[src/rtl/core/assert_macros.svh]
// assertion macros shared by the cache rtl
`ifndef ASSERT_MACROS_SVH
`define ASSERT_MACROS_SVH

// property must hold at every clock edge outside reset
`define LKSC_ASSERT(name, prop) \
   name: assert property (@(posedge clock) disable iff (reset) prop) \
      else $error("lksc assertion failed");

// condition must never be seen outside reset
`define LKSC_ASSERT_NEVER(name, cond) \
   name: assert property (@(posedge clock) disable iff (reset) !(cond)) \
      else $error("lksc forbidden condition seen");

`endif

[src/rtl/core/lksc_pkg.sv]
// types and constants of the lru key slot cache
package lksc_pkg;

   localparam int ENTRIES_DEF  = 16;
   localparam int KEY_BITS_DEF = 32;
   localparam int KEY_W        = 32;
   localparam int TGT_W        = 4;
   localparam int SLOT_OUT_W   = 4;

   typedef enum logic [1:0] {
      OP_LOOKUP        = 2'd0,
      OP_LOOKUP_INSERT = 2'd1,
      OP_DEMOTE        = 2'd2,
      OP_FLUSH         = 2'd3
   } op_type;

   typedef struct packed {
      op_type                 operation;
      logic [KEY_W-1:0]       key;
      logic [TGT_W-1:0]       target_slot;
   } req_type;

   typedef struct packed {
      logic [SLOT_OUT_W-1:0]  slot;
      logic                   found;
      logic                   hit;
      logic                   inserted;
      logic                   evicted;
      logic [KEY_W-1:0]       evicted_key;
      logic                   full_res;
   } rsp_type;

   typedef enum logic [2:0] {
      ST_IDLE,
      ST_SCAN,
      ST_DECIDE,
      ST_RANK_RD,
      ST_RANK_CAP,
      ST_UPDATE,
      ST_DONE
   } state_type;

   typedef struct packed {
      logic key_we;
      logic rank_we;
      logic occ_set;
      logic occ_clr_all;
   } store_ctl_type;

endpackage

[src/rtl/core/lksc_store.sv]
// slot storage: key memory, recency rank memory and occupied flags
module lksc_store #(
   parameter int ENTRIES  = lksc_pkg::ENTRIES_DEF,
   parameter int KEY_BITS = lksc_pkg::KEY_BITS_DEF,
   localparam int SLOT_W  = $clog2(ENTRIES)
) (
   input  logic                    clock,
   input  logic                    reset,
   input  lksc_pkg::store_ctl_type ctl,
   input  logic [SLOT_W-1:0]       key_raddr,
   input  logic [SLOT_W-1:0]       key_waddr,
   input  logic [KEY_BITS-1:0]     key_wdata,
   input  logic [SLOT_W-1:0]       rank_raddr,
   input  logic [SLOT_W-1:0]       rank_waddr,
   input  logic [SLOT_W-1:0]       rank_wdata,
   input  logic [SLOT_W-1:0]       lru_idx,
   output logic [KEY_BITS-1:0]     key_rdata,
   output logic                    occ_rdata,
   output logic [SLOT_W-1:0]       rank_rdata,
   output logic                    occ_lru
);

   logic [KEY_BITS-1:0] key_mem_ff [ENTRIES];
   logic [SLOT_W-1:0]   rank_mem_ff [ENTRIES];
   logic [ENTRIES-1:0]  rank_vld_ff;
   logic [ENTRIES-1:0]  occ_ff;
   logic [KEY_BITS-1:0] key_rdata_ff;
   logic                occ_rdata_ff;
   logic [SLOT_W-1:0]   rank_rdata_ff;

   always_ff @(posedge clock) begin
      if (ctl.key_we) begin
         key_mem_ff[key_waddr] <= key_wdata;
      end
      key_rdata_ff <= key_mem_ff[key_raddr];
      occ_rdata_ff <= occ_ff[key_raddr];
   end

   // a rank never written reads as its reset value, the slot index
   always_ff @(posedge clock) begin
      if (ctl.rank_we) begin
         rank_mem_ff[rank_waddr] <= rank_wdata;
      end
      rank_rdata_ff <= rank_vld_ff[rank_raddr] ? rank_mem_ff[rank_raddr] : rank_raddr;
   end

   always_ff @(posedge clock) begin
      if (reset) begin
         rank_vld_ff <= '0;
         occ_ff      <= '0;
      end else begin
         if (ctl.rank_we) begin
            rank_vld_ff[rank_waddr] <= 1'b1;
         end
         if (ctl.occ_clr_all) begin
            occ_ff <= '0;
         end else if (ctl.occ_set) begin
            occ_ff[key_waddr] <= 1'b1;
         end
      end
   end

   assign key_rdata  = key_rdata_ff;
   assign occ_rdata  = occ_rdata_ff;
   assign rank_rdata = rank_rdata_ff;
   assign occ_lru    = occ_ff[lru_idx];

endmodule

[src/rtl/core/lru_key_slot_cache.sv]
// lru key slot cache top level: request sequencer, scan and recency update
// a lookup scans keys (SCAN), then DECIDE, and on hit or insert sweeps ranks (UPDATE);
// a demote runs RANK_RD, RANK_CAP, UPDATE; a flush goes to DONE; one request at a time, next
// accept once the result loads; one read port per slot memory and one key compare
// reset: all slots empty, slot k at recency position k, key storage undefined;
// no clearing pass, the block takes requests in the first cycle after reset
`include "assert_macros.svh"

module lru_key_slot_cache #(
   parameter int ENTRIES  = lksc_pkg::ENTRIES_DEF,
   parameter int KEY_BITS = lksc_pkg::KEY_BITS_DEF
) (
   input  logic              clock,
   input  logic              reset,
   input  logic              req_valid,
   output logic              req_ready,
   input  lksc_pkg::req_type req_payload,
   output logic              rsp_valid,
   input  logic              rsp_ready,
   output lksc_pkg::rsp_type rsp_payload
);

   localparam int SLOT_W = $clog2(ENTRIES);
   localparam int CNT_W  = SLOT_W + 1;
   localparam logic [SLOT_W-1:0] LAST_SLOT = SLOT_W'(ENTRIES - 1);
   localparam logic [CNT_W-1:0]  SWEEP_END = CNT_W'(ENTRIES);

   // sequencer and request capture
   lksc_pkg::state_type state_ff, state_in;
   lksc_pkg::req_type   req_ff;
   logic                accept;

   // sweep counter and read stage (index of the data coming out of the memories)
   logic [CNT_W-1:0]    idx_ff, idx_in;
   logic                issuing;
   logic                rd_vld_ff;
   logic [SLOT_W-1:0]   rd_idx_ff;

   // selected slot and its recency rank
   logic                match_ff;
   logic [SLOT_W-1:0]   sel_slot_ff;
   logic [SLOT_W-1:0]   sel_rank_ff;
   logic                promote_ff;
   logic [SLOT_W-1:0]   lru_ff;
   logic [KEY_BITS-1:0] victim_key_ff;
   logic                hit_ff;
   logic                ins_ff;
   logic                evict_ff;

   // result register
   lksc_pkg::rsp_type   rsp_ff, rsp_in;
   logic                rsp_valid_ff;
   logic                rsp_load;

   // store interface
   lksc_pkg::store_ctl_type store_ctl;
   logic [SLOT_W-1:0]   rank_raddr;
   logic [SLOT_W-1:0]   rank_new;
   logic [KEY_BITS-1:0] key_rdata;
   logic                occ_rdata;
   logic [SLOT_W-1:0]   rank_rdata;
   logic                occ_lru;

   // width adaptation of the fixed port fields
   logic [KEY_BITS+lksc_pkg::KEY_W-1:0]    req_key_wide;
   logic [KEY_BITS-1:0]                    req_key_k;
   logic [SLOT_W+lksc_pkg::TGT_W-1:0]      tgt_wide;
   logic [SLOT_W-1:0]                      tgt_slot;
   logic                                   in_tgt_ok;
   logic [SLOT_W+lksc_pkg::SLOT_OUT_W-1:0] slot_wide;
   logic [KEY_BITS+lksc_pkg::KEY_W-1:0]    victim_wide;
   logic                                   key_eq;
   logic                                   last_rd;

   assign req_key_wide = {{KEY_BITS{1'b0}}, req_ff.key};
   assign req_key_k    = req_key_wide[KEY_BITS-1:0];
   assign tgt_wide     = {{SLOT_W{1'b0}}, req_ff.target_slot};
   assign tgt_slot     = tgt_wide[SLOT_W-1:0];
   assign in_tgt_ok    = int'(req_payload.target_slot) < ENTRIES;
   assign slot_wide    = {{lksc_pkg::SLOT_OUT_W{1'b0}}, sel_slot_ff};
   assign victim_wide  = {{lksc_pkg::KEY_W{1'b0}}, victim_key_ff};

   assign req_ready = (state_ff == lksc_pkg::ST_IDLE);
   assign accept    = req_valid && req_ready;
   assign issuing   = ((state_ff == lksc_pkg::ST_SCAN) || (state_ff == lksc_pkg::ST_UPDATE))
                      && (idx_ff != SWEEP_END);
   assign last_rd   = rd_vld_ff && (rd_idx_ff == LAST_SLOT);

   // key equality compare while scanning
   assign key_eq = occ_rdata && (key_rdata == req_key_k);

   // rank adjust while updating the recency order
   always_comb begin
      rank_new = rank_rdata;
      if (promote_ff) begin
         if (rd_idx_ff == sel_slot_ff) begin
            rank_new = LAST_SLOT;
         end else if (rank_rdata > sel_rank_ff) begin
            rank_new = rank_rdata - SLOT_W'(1);
         end
      end else begin
         if (rd_idx_ff == sel_slot_ff) begin
            rank_new = '0;
         end else if (rank_rdata < sel_rank_ff) begin
            rank_new = rank_rdata + SLOT_W'(1);
         end
      end
   end

   // next state
   always_comb begin
      state_in = state_ff;
      case (state_ff)
         lksc_pkg::ST_IDLE: begin
            if (req_valid) begin
               case (req_payload.operation)
                  lksc_pkg::OP_LOOKUP,
                  lksc_pkg::OP_LOOKUP_INSERT: state_in = lksc_pkg::ST_SCAN;
                  lksc_pkg::OP_DEMOTE: begin
                     state_in = in_tgt_ok ? lksc_pkg::ST_RANK_RD : lksc_pkg::ST_DONE;
                  end
                  default: state_in = lksc_pkg::ST_DONE;
               endcase
            end
         end
         lksc_pkg::ST_SCAN: begin
            if (last_rd) begin
               state_in = lksc_pkg::ST_DECIDE;
            end
         end
         lksc_pkg::ST_DECIDE: begin
            if (match_ff || (req_ff.operation == lksc_pkg::OP_LOOKUP_INSERT)) begin
               state_in = lksc_pkg::ST_UPDATE;
            end else begin
               state_in = lksc_pkg::ST_DONE;
            end
         end
         lksc_pkg::ST_RANK_RD:  state_in = lksc_pkg::ST_RANK_CAP;
         lksc_pkg::ST_RANK_CAP: state_in = lksc_pkg::ST_UPDATE;
         lksc_pkg::ST_UPDATE: begin
            if (last_rd) begin
               state_in = lksc_pkg::ST_DONE;
            end
         end
         lksc_pkg::ST_DONE: begin
            if (!rsp_valid_ff || rsp_ready) begin
               state_in = lksc_pkg::ST_IDLE;
            end
         end
         default: state_in = lksc_pkg::ST_IDLE;
      endcase
   end

   // store control, sweep counter and result build
   always_comb begin
      store_ctl             = '0;
      store_ctl.occ_clr_all = accept && (req_payload.operation == lksc_pkg::OP_FLUSH);
      store_ctl.rank_we     = (state_ff == lksc_pkg::ST_UPDATE) && rd_vld_ff;
      if ((state_ff == lksc_pkg::ST_DECIDE) && !match_ff
          && (req_ff.operation == lksc_pkg::OP_LOOKUP_INSERT)) begin
         store_ctl.key_we  = 1'b1;
         store_ctl.occ_set = 1'b1;
      end

      rank_raddr = (state_ff == lksc_pkg::ST_RANK_RD) ? tgt_slot : idx_ff[SLOT_W-1:0];

      if (issuing) begin
         idx_in = idx_ff + CNT_W'(1);
      end else if ((state_ff == lksc_pkg::ST_SCAN) || (state_ff == lksc_pkg::ST_UPDATE)) begin
         idx_in = idx_ff;
      end else begin
         idx_in = '0;
      end

      rsp_load             = (state_ff == lksc_pkg::ST_DONE) && (!rsp_valid_ff || rsp_ready);
      rsp_in.found         = hit_ff || ins_ff;
      rsp_in.slot          = rsp_in.found ? slot_wide[lksc_pkg::SLOT_OUT_W-1:0] : '0;
      rsp_in.hit           = hit_ff;
      rsp_in.inserted      = ins_ff;
      rsp_in.evicted       = evict_ff;
      rsp_in.evicted_key   = evict_ff ? victim_wide[lksc_pkg::KEY_W-1:0] : '0;
      rsp_in.full_res      = occ_lru;
   end

   // control registers
   always_ff @(posedge clock) begin
      if (reset) begin
         state_ff     <= lksc_pkg::ST_IDLE;
         idx_ff       <= '0;
         rd_vld_ff    <= 1'b0;
         lru_ff       <= '0;
         rsp_valid_ff <= 1'b0;
      end else begin
         state_ff  <= state_in;
         idx_ff    <= idx_in;
         rd_vld_ff <= issuing;
         // the least recent slot moves only when the old one is promoted or a demote lands
         if (store_ctl.rank_we && (rank_new == '0)) begin
            lru_ff <= rd_idx_ff;
         end
         if (rsp_load) begin
            rsp_valid_ff <= 1'b1;
         end else if (rsp_ready) begin
            rsp_valid_ff <= 1'b0;
         end
      end
   end

   // datapath registers
   always_ff @(posedge clock) begin
      rd_idx_ff <= idx_ff[SLOT_W-1:0];
      if (accept) begin
         req_ff   <= req_payload;
         match_ff <= 1'b0;
         hit_ff   <= 1'b0;
         ins_ff   <= 1'b0;
         evict_ff <= 1'b0;
      end
      if ((state_ff == lksc_pkg::ST_SCAN) && rd_vld_ff) begin
         if (key_eq && !match_ff) begin
            match_ff    <= 1'b1;
            sel_slot_ff <= rd_idx_ff;
            sel_rank_ff <= rank_rdata;
         end
         // keep the key of the current victim in case this turns into an insert
         if (rd_idx_ff == lru_ff) begin
            victim_key_ff <= key_rdata;
         end
      end
      if (state_ff == lksc_pkg::ST_DECIDE) begin
         promote_ff <= 1'b1;
         if (match_ff) begin
            hit_ff <= 1'b1;
         end else if (req_ff.operation == lksc_pkg::OP_LOOKUP_INSERT) begin
            ins_ff      <= 1'b1;
            evict_ff    <= occ_lru;
            sel_slot_ff <= lru_ff;
            sel_rank_ff <= '0;
         end
      end
      if (state_ff == lksc_pkg::ST_RANK_CAP) begin
         promote_ff  <= 1'b0;
         sel_slot_ff <= tgt_slot;
         sel_rank_ff <= rank_rdata;
      end
      if (rsp_load) begin
         rsp_ff <= rsp_in;
      end
   end

   lksc_store #(
      .ENTRIES  (ENTRIES),
      .KEY_BITS (KEY_BITS)
   ) u_store (
      .clock      (clock),
      .reset      (reset),
      .ctl        (store_ctl),
      .key_raddr  (idx_ff[SLOT_W-1:0]),
      .key_waddr  (lru_ff),
      .key_wdata  (req_key_k),
      .rank_raddr (rank_raddr),
      .rank_waddr (rd_idx_ff),
      .rank_wdata (rank_new),
      .lru_idx    (lru_ff),
      .key_rdata  (key_rdata),
      .occ_rdata  (occ_rdata),
      .rank_rdata (rank_rdata),
      .occ_lru    (occ_lru)
   );

   assign rsp_valid   = rsp_valid_ff;
   assign rsp_payload = rsp_ff;

   `LKSC_ASSERT(a_busy_after_accept, req_valid && req_ready |=> !req_ready)
   `LKSC_ASSERT(a_found_flags, rsp_valid |-> (rsp_payload.found == (rsp_payload.hit || rsp_payload.inserted)))
   `LKSC_ASSERT_NEVER(a_hit_and_insert, rsp_valid && rsp_payload.hit && rsp_payload.inserted)
   `LKSC_ASSERT(a_evict_needs_insert, rsp_valid && rsp_payload.evicted |-> rsp_payload.inserted)

endmodule
[config.mk]
export PLATFORM = sky130hd
export DESIGN_NAME = lru_key_slot_cache
export DESIGN_NICKNAME = d
export VERILOG_FILES = /design/src/rtl/core/lksc_pkg.sv /design/src/rtl/core/lksc_store.sv /design/src/rtl/core/lru_key_slot_cache.sv
export VERILOG_INCLUDE_DIRS = /design/src /design/src/rtl/core
export SDC_FILE = /design/constraint.sdc
export NUM_CORES = 1
export LEC_CHECK = 0
export ABC_AREA = 1
export ABC_CLOCK_PERIOD_IN_PS = 6200
export BUFFER_PORTS_ARGS = -buffer_cell sky130_fd_sc_hd__buf_2
export CAP_MARGIN = 20
export CELL_PAD_IN_SITES_DETAIL_PLACEMENT = 1
export CELL_PAD_IN_SITES_GLOBAL_PLACEMENT = 1
export CORE_ASPECT_RATIO = 0.9
export CORE_UTILIZATION = 40
export CTS_BUF_LIST = sky130_fd_sc_hd__clkbuf_4 sky130_fd_sc_hd__clkbuf_8
export DETAILED_ROUTE_END_ITERATION = 7
export GPL_TIMING_DRIVEN = 0
export PLACE_DENSITY_LB_ADDON = 0.1
export SLEW_MARGIN = 20
export SYNTH_ARGS = -nofsm -noshare
export SYNTH_HDL_FRONTEND = slang
export SYNTH_SLANG_ARGS = --single-unit
[constraint.sdc]
create_clock -name clock -period 6.2 [get_ports clock]
set_input_delay 1.24 -clock clock [delete_from_list [all_inputs] [get_ports clock]]
set_output_delay 1.24 -clock clock [all_outputs]
set_load 0.01 [all_outputs]
==> After elaboration in Yosys (flattened, before gate mapping) <==
Memories as Yosys holds them, arrays and structs flattened. A register that Yosys moved wholly into a read port is not among the register bits.
Cells that the tools add are included.
{ "classes": {"n_bitwise": 2, "n_addsub": 3, "n_mux": 59, "order_cmp": 8, "n_eq_ne": 20, "n_reduce_logical": 28} }
{ "ops": {"columns": ["operator", "count"], "rows": [
  ["$mux W4", 19],
  ["$eq A32 B32 Y1", 1],
  ["$or A16 B16 Y16", 2],
  ["$mux W1", 26],
  ["$pmux W3 S7", 1],
  ["$lt A4 B5 Y1 const B", 4],
  ["$logic_and A1 B1 Y1", 14],
  ["$bmux W1 S4", 3],
  ["$mux W3", 4],
  ["$mux W5", 2],
  ["$ne A2 B2 Y1 const B", 5],
  ["$eq A3 B3 Y1 const B", 3],
  ["$demux W1 S4", 2],
  ["$eq A4 B4 Y1", 2],
  ["$ge A4 B1 Y1 const B", 2],
  ["$eq A3 B2 Y1 const B", 2],
  ["$pmux W3 S2", 1],
  ["$add A5 B1 Y5 const B", 1],
  ["$ne A5 B5 Y1 const B", 1],
  ["$add A4 B1 Y4 const B", 1],
  ["$eq A2 B1 Y1 const B", 2],
  ["$eq A2 B2 Y1 const B", 2],
  ["$eq A4 B4 Y1 const B", 1],
  ["$gt A4 B4 Y1", 1],
  ["13 further kinds", 18]
]} }
{ "totals": {"ff_bits": 179, "output_inout_bits": 43, "word_cells": 150, "ram_bits": 576, "in_bits": 42, "n_memories": 2} }
{ "memory_table": {"columns": ["memory", "depth", "word_bits", "rd", "rd_clocked_by_memory_dff", "write_ports", "line", "rtl"], "rows": [
  ["u_store.key_mem_ff", 16, 32, 1, 1, 1, "lksc_store.sv:23", "logic [KEY_BITS-1:0] key_mem_ff [ENTRIES];"],
  ["u_store.rank_mem_ff", 16, 4, 1, 0, 1, "lksc_store.sv:24", "logic [SLOT_W-1:0] rank_mem_ff [ENTRIES];"]
]} }

==> Depth between registers and ports, before layout <==
{ "depth": {"depth_word": 9, "ltp_mapped": 17, "mapped_depth_nobuf": 17} }

==> Hierarchy <==
Synthesis repeated with hierarchy kept, for this count alone.
{ "hier_totals": {"cells_unflattened": 2857, "area_unflattened_um2": 32482.4} }
{ "modules_own_cells": {"columns": ["module", "instances", "seq_area_each_um2", "cells_per_inst", "area_each_um2"], "rows": [
  ["lksc_store", 1, 18677.9, 2207, 26168.8],
  ["lru_key_slot_cache", 1, 3953.8, 650, 6313.6]
]} }

==> Worst setup path before layout <==
OpenSTA, ideal clock, no wires.
{ "synth_timing": {"path_type": "register -> register", "start": "reg lru_ff[1]", "end": "reg victim_key_ff[0] (enable)", "period_less_slack_ps": 4364, "slack_ps": 1836, "stages_incl_launch_ff": 5, "arrival_ps": 3862, "n_path_buf": 1, "required_time_ps": 5699, "cell_sequence": "dfxtp_1 > clkbuf_1 > xnor2_1 > nand3_1 > nor4_1"} }
{ "synth_between": {"elab_chain_cells": 2} }
{ "synth_lines": {"columns": ["item", "line", "rtl"], "rows": [
  ["from (decl)", "lru_key_slot_cache.sv:44", "logic [SLOT_W-1:0] lru_ff;"],
  ["from (signal assigned)", "lru_key_slot_cache.sv:199", "lru_ff <= rd_idx_ff;"],
  ["$eq A4 B4 Y1", "lru_key_slot_cache.sv:226", "if (rd_idx_ff == lru_ff) begin"],
  ["$reduce_and A2 Y1 (no line)", null, null],
  ["to (signal assigned)", "lru_key_slot_cache.sv:227", "victim_key_ff <= key_rdata;"],
  ["to (decl)", "lru_key_slot_cache.sv:45", "logic [KEY_BITS-1:0] victim_key_ff;"]
]} }
No other way between the ends.
A chain may end at the register's enable or synchronous reset.

==> tab_implementation.tex <==
\begin{tabular}{lr}
\hline
Metric & Value \\
\hline
\multicolumn{2}{l}{\textbf{Min path}} \\
\quad Type of the most critical hold path & reg2reg \\
\quad WHS Path Cells & 0 \\
\quad Worst Hold Endpoint & rd\_idx\_ff[1]\$\_DFF\_P\_ \\
\quad Worst Min Path Start & idx\_ff[1]\$\_SDFFE\_PP0P\_ \\
\multicolumn{2}{l}{\textbf{STA}} \\
\quad Maximum clock frequency & 0.302 GHz \\
\quad Setup tns final & 0 ns \\
\quad Final Cycle Share & 53.3\% \\
\quad Hold violation count in the final report & 0 \\
\quad Final Max Tran Viols & 0 \\
\quad \# setup viols final & 0 \\
\quad Worst Clk Skew & 0.0340 ns \\
\quad Min cycle time layout & 3.31 ns \\
\quad Max-Slew Margin vs Limit & 27.2\% \\
\quad Unrepaired setup endpoints after global routing & false \\
\quad Worst slew pin tran & 1.09 ns \\
\multicolumn{2}{l}{\textbf{Critical path}} \\
\quad Category of the most critical setup path & reg2reg \\
\quad Reg-to-reg endpoint & u\_store.key\_rdata[3]\$\_DFF\_P\_ \\
\quad Slowest stage cell, crit path & dfxtp\_1 \\
\quad Arrival time at the worst endpoint & 4.04 ns \\
\quad Family with the most delay on the worst path & buffers and inverters \\
\quad R2R Setup Slk & 2.89 ns \\
\quad Beginning of the worst register-to-register path & idx\_ff[0]\$\_SDFFE\_PP0P\_ \\
\quad Worst Setup End Kind & flip-flop \\
\quad Top fanout value on the critical path & 10 \\
\quad Worst stage delay on the critical path & 0.71 ns \\
\quad Required time worst endpoint & 6.93 ns \\
\quad R2r worst-path depth & 7 \\
\quad Sequence of cells on the critical path & buf\_2, buf\_2, buf\_1, nor2\_1, o221ai\_1, nand3\_1, nand3\_1 \\
\quad Nature of the critical path startpoint & flip-flop \\
\quad Buffering stage count on the worst path with inverters included & 3 \\
\multicolumn{2}{l}{\textbf{Logic synthesis}} \\
\quad Fraction of synthesized cell area taken by the top area cell type & 67.0\% \\
\quad Top area cells in the synthesized netlist & edfxtp\_1, dfxtp\_1, nor2\_1, o21ai\_0, nand2\_1 \\
\quad XOR/XNOR Fraction of Synth Area & 0.569\% \\
\quad Arithmetic-cell share of the synthesized area counting full adders, half adders and majority gates & 0.325\% \\
\quad Post-synthesis average cell area & 12.2 um\^{}2 \\
\quad Mapped cell area & 30800 um\^{}2 \\
\quad Number of unique standard cell types used by synthesis & 43 \\
\quad Synthesized-area fraction occupied by ao, oa, aoi and oai cells & 9.63\% \\
\quad Main combinational cell family by area after synthesis & simple AND/OR/NAND/NOR gates \\
\quad Sequential-to-total area share from yosys stat & 73.5\% \\
\quad Basic-gate share of the synthesized area counting and, or, nand and nor cells & 12.3\% \\
\quad Count of state elements after synthesis & 787 \\
\quad Total number of yosys warnings & 0 \\
\quad Total nets after synthesis & 2573 \\
\quad Post-synthesis mux area share & 0\% \\
\quad Leading area contributor after synthesis & edfxtp\_1 \\
\quad Cells after Synth & 2523 \\
\multicolumn{2}{l}{\textbf{Floorplan}} \\
\quad Initial cell density of the core & 40.4\% \\
\quad Die X & 294 um \\
\quad Die H & 265 um \\
\quad I/O pin count & 85 \\
\quad Number of rows in the core area & 96 \\
\quad Core area & 76200 um\^{}2 \\
\quad Die Footprint & 78100 um\^{}2 \\
\multicolumn{2}{l}{\textbf{Final layout}} \\
\quad Number of cells in the finished layout apart from fillers & 3907 \\
\quad Area taken by flip-flops and latches & 22600 um\^{}2 \\
\quad Fill cell count & 8095 \\
\quad Leading cell types in the layout, fill and taps excluded & edfxtp\_1, nor2\_1, o21ai\_0 \\
\quad Area growth from synthesis to layout & 16.3\% \\
\quad Cell area after layout & 35800 um\^{}2 \\
\quad \# nets final & 2821 \\
\quad Area of the multi-input gates & 7160 um\^{}2 \\
\quad Commonest non-fill, non-tap cell in the layout & edfxtp\_1 \\
\quad Ratio of cells with drive above 1 in the final layout & 14.7\% \\
\multicolumn{2}{l}{\textbf{Clock network}} \\
\quad Clock net sink count & 787 \\
\quad Clock network latency to the later pin of the worst-skew pair & 0.82 ns \\
\quad \# resized after CTS & 0 \\
\quad Number of buffers created by CTS & 137 \\
\quad Hold buffer count at cts & 0 \\
\quad Root buffer cell & clkbuf\_8 \\
\quad Number of levels the H-tree was split into & 4 \\
\quad Post-CTS setup repair buffer count & 0 \\
\quad CTS max path bufs & 3 \\
\quad CTS tree & built \\
\quad Clock transition at the registers of the reported paths & 0.06 ns \\
\multicolumn{2}{l}{\textbf{Power}} \\
\quad Internal power & 0.00969 W \\
\quad Switching component of the power & 0.00463 W \\
\quad Combinational cell fraction of total power & 18.1\% \\
\quad Leakage power figure & 12.6 nW \\
\quad Net switching fraction of the power & 32.3\% \\
\quad Worst supply voltage drop on vdd & 0.000209 V \\
\quad Clk pwr share & 32.7\% \\
\quad Sequential share of power & 49.2\% \\
\quad Overall power & 0.0143 W \\
\quad Pwr/cell area & 400 nW/um\^{}2 \\
\multicolumn{2}{l}{\textbf{Drt}} \\
\quad First-pass DRT Iterations & 5 \\
\quad Average wire per cell in the routed design & 25.3 um \\
\quad Number of vias in the routed layout & 21300 \\
\quad Per-cell via count in the routed design & 5.46 \\
\quad Number of design rule violations left after detail routing & 0 \\
\quad Initial DRC count & 1811 \\
\quad Final Routed Wirelength & 98.7 mm \\
\quad Antenna Nets Post-Route & 0 \\
\multicolumn{2}{l}{\textbf{Place}} \\
\quad Buffers added on ports & 84 \\
\quad Placer congestion estimate & 0.858 \\
\quad Total instance count after detailed placement & 3661 \\
\quad Placed standard-cell area & 33100 um\^{}2 \\
\quad DP Wirelength & 68.2 mm \\
\multicolumn{2}{l}{\textbf{Global routing}} \\
\quad Global-route wire length before repair & 144 mm \\
\quad Via count of the first global-routing pass & 21700 \\
\quad Residual overflow from global routing & 0 \\
\quad Initial antenna violation count & 4 \\
\quad Largest net degree at the start of global routing & 32 \\
\quad Global router's overall resource usage & 25.5\% \\
\multicolumn{2}{l}{\textbf{Flow run}} \\
\quad Max-capacitance violation count & 0 \\
\multicolumn{2}{l}{\textbf{Run status}} \\
\quad Run status & completed \\
\hline
\end{tabular}
-- cells in the mapped netlist (all sizes together) --
master / instances
a21oi: 22
nand4: 18
nand2: 288
edfxtp: 687
dfxtp: 100
buf: 41
o211ai: 32
o21ai: 314
a31oi: 1
a32oi: 1
o21bai: 1
nor2: 445
and3: 1
inv: 152
and2: 1
or2: 18
clkinv: 2
xor2: 13
ha: 8
xnor2: 7
a311o: 1
nor3: 16
nand3: 123
nor4: 4
o221ai: 51
o22ai: 79
o31ai: 1
clkbuf: 91
a21boi: 1
o2111ai: 2
nand3b: 2
-- power groups by stage --
stage	clock network (W)	logic, W	registers (W)
2_1_floorplan	0	0.00153	0.00682
4_1_cts	0.00479	0.00259	0.00704
5_1_grt	0.00500	0.00283	0.00708
3_3_place_gp	0	0.00246	0.00713
3_5_place_dp	0	0.00257	0.00714
6_report	0.00468	0.00259	0.00705
-- worst reg2reg max path, cell delays in order (launching register included) --
cell and delay [ns]:
dfxtp_1 0.71, buf_2 0.41, buf_2 0.33, buf_1 0.68, nor2_1 0.13, o221ai_1 0.54, nand3_1 0.30, nand3_1 0.13
-- flip-flops by register name, indices dropped and copies added (netlist names), 5 cells and up --
signal,flops
u_store.occ_ff,16
u_store.key_mem_ff,512
victim_key_ff,32
u_store.key_rdata,32
u_store.rank_vld_ff,16
req_key_k,32
rsp_payload,41
u_store.rank_mem_ff,64
idx_ff,5
-- logic make-up (layout without fill, tap and decap cells) --
family | Yosys count | in the layout
adders and majority gates | 8 | 8
and+or+nand+nor | 916 | 916
xor gates and xnor gates | 20 | 20
other | 0 | 3
DFF | 787 | 787
AOI/OAI and AO/OA | 506 | 506
buffers and inverters | 286 | 638
-- layer usage --
metal / track usage (%) / vias to the layer above / wire length, um / part of all wire [%]
met3: 5.06 / 153 / 6660 / 6.8
met2: 38.8 / 748 / 44200 / 45
met4: 7.80 / 2 / 2100 / 2.1
li1: - / 9540 / - / -
met5: 0 / - / 7 / 0.0071
met1: 36.8 / 10900 / 45700 / 46
-- through the flow --
| step | utilization, % | hold slack (ns) | setup WS (ns) |
|---|---|---|---|
| 2_1_floorplan | - | 0.350 | 1.84 |
| 3_3_place_gp | 42.7 | 0.360 | -0.661 |
| 3_5_place_dp | 43.5 | 0.368 | 2.99 |
| 4_1_cts | 47.0 | 0.376 | 2.97 |
| 5_1_grt | 47.0 | 0.389 | 2.84 |
| 6_report | 47.0 | 0.375 | 2.89 |
-- worst max path at each step --
stage                                 startpoint                         endpoint  slack [ns]  cells after the start
final                     idx_ff[0]$_SDFFE_PP0P_     u_store.key_rdata[3]$_DFF_P_        2.89                      7
after global routing      idx_ff[0]$_SDFFE_PP0P_     u_store.key_rdata[3]$_DFF_P_        2.84                      7
after CTS                 idx_ff[0]$_SDFFE_PP0P_     u_store.key_rdata[3]$_DFF_P_        2.97                      7
after floorplan           lru_ff[1]$_SDFFE_PP0P_       victim_key_ff[0]$_DFFE_PP_        1.84                      4
after detailed placement  idx_ff[0]$_SDFFE_PP0P_     u_store.key_rdata[3]$_DFF_P_        2.99                      7
after global placement                 req_valid  u_store.occ_ff[12]$_SDFFE_PP0P_       -0.66                      7
-- cell type report --
class	instances	share of cell area, %
Buffer	132	1.53
Inverter	154	1.61
Sequential cell	787	63.2
Clock buffer	198	6.70
Timing Repair Buffer	109	2.54
Clock inverter	45	0.776
Tap cell	1029	3.60
Multi-Input combinational cell	1450	20.0
Antenna cell	3	0.0210
Power figures use the tool's default switching activity.
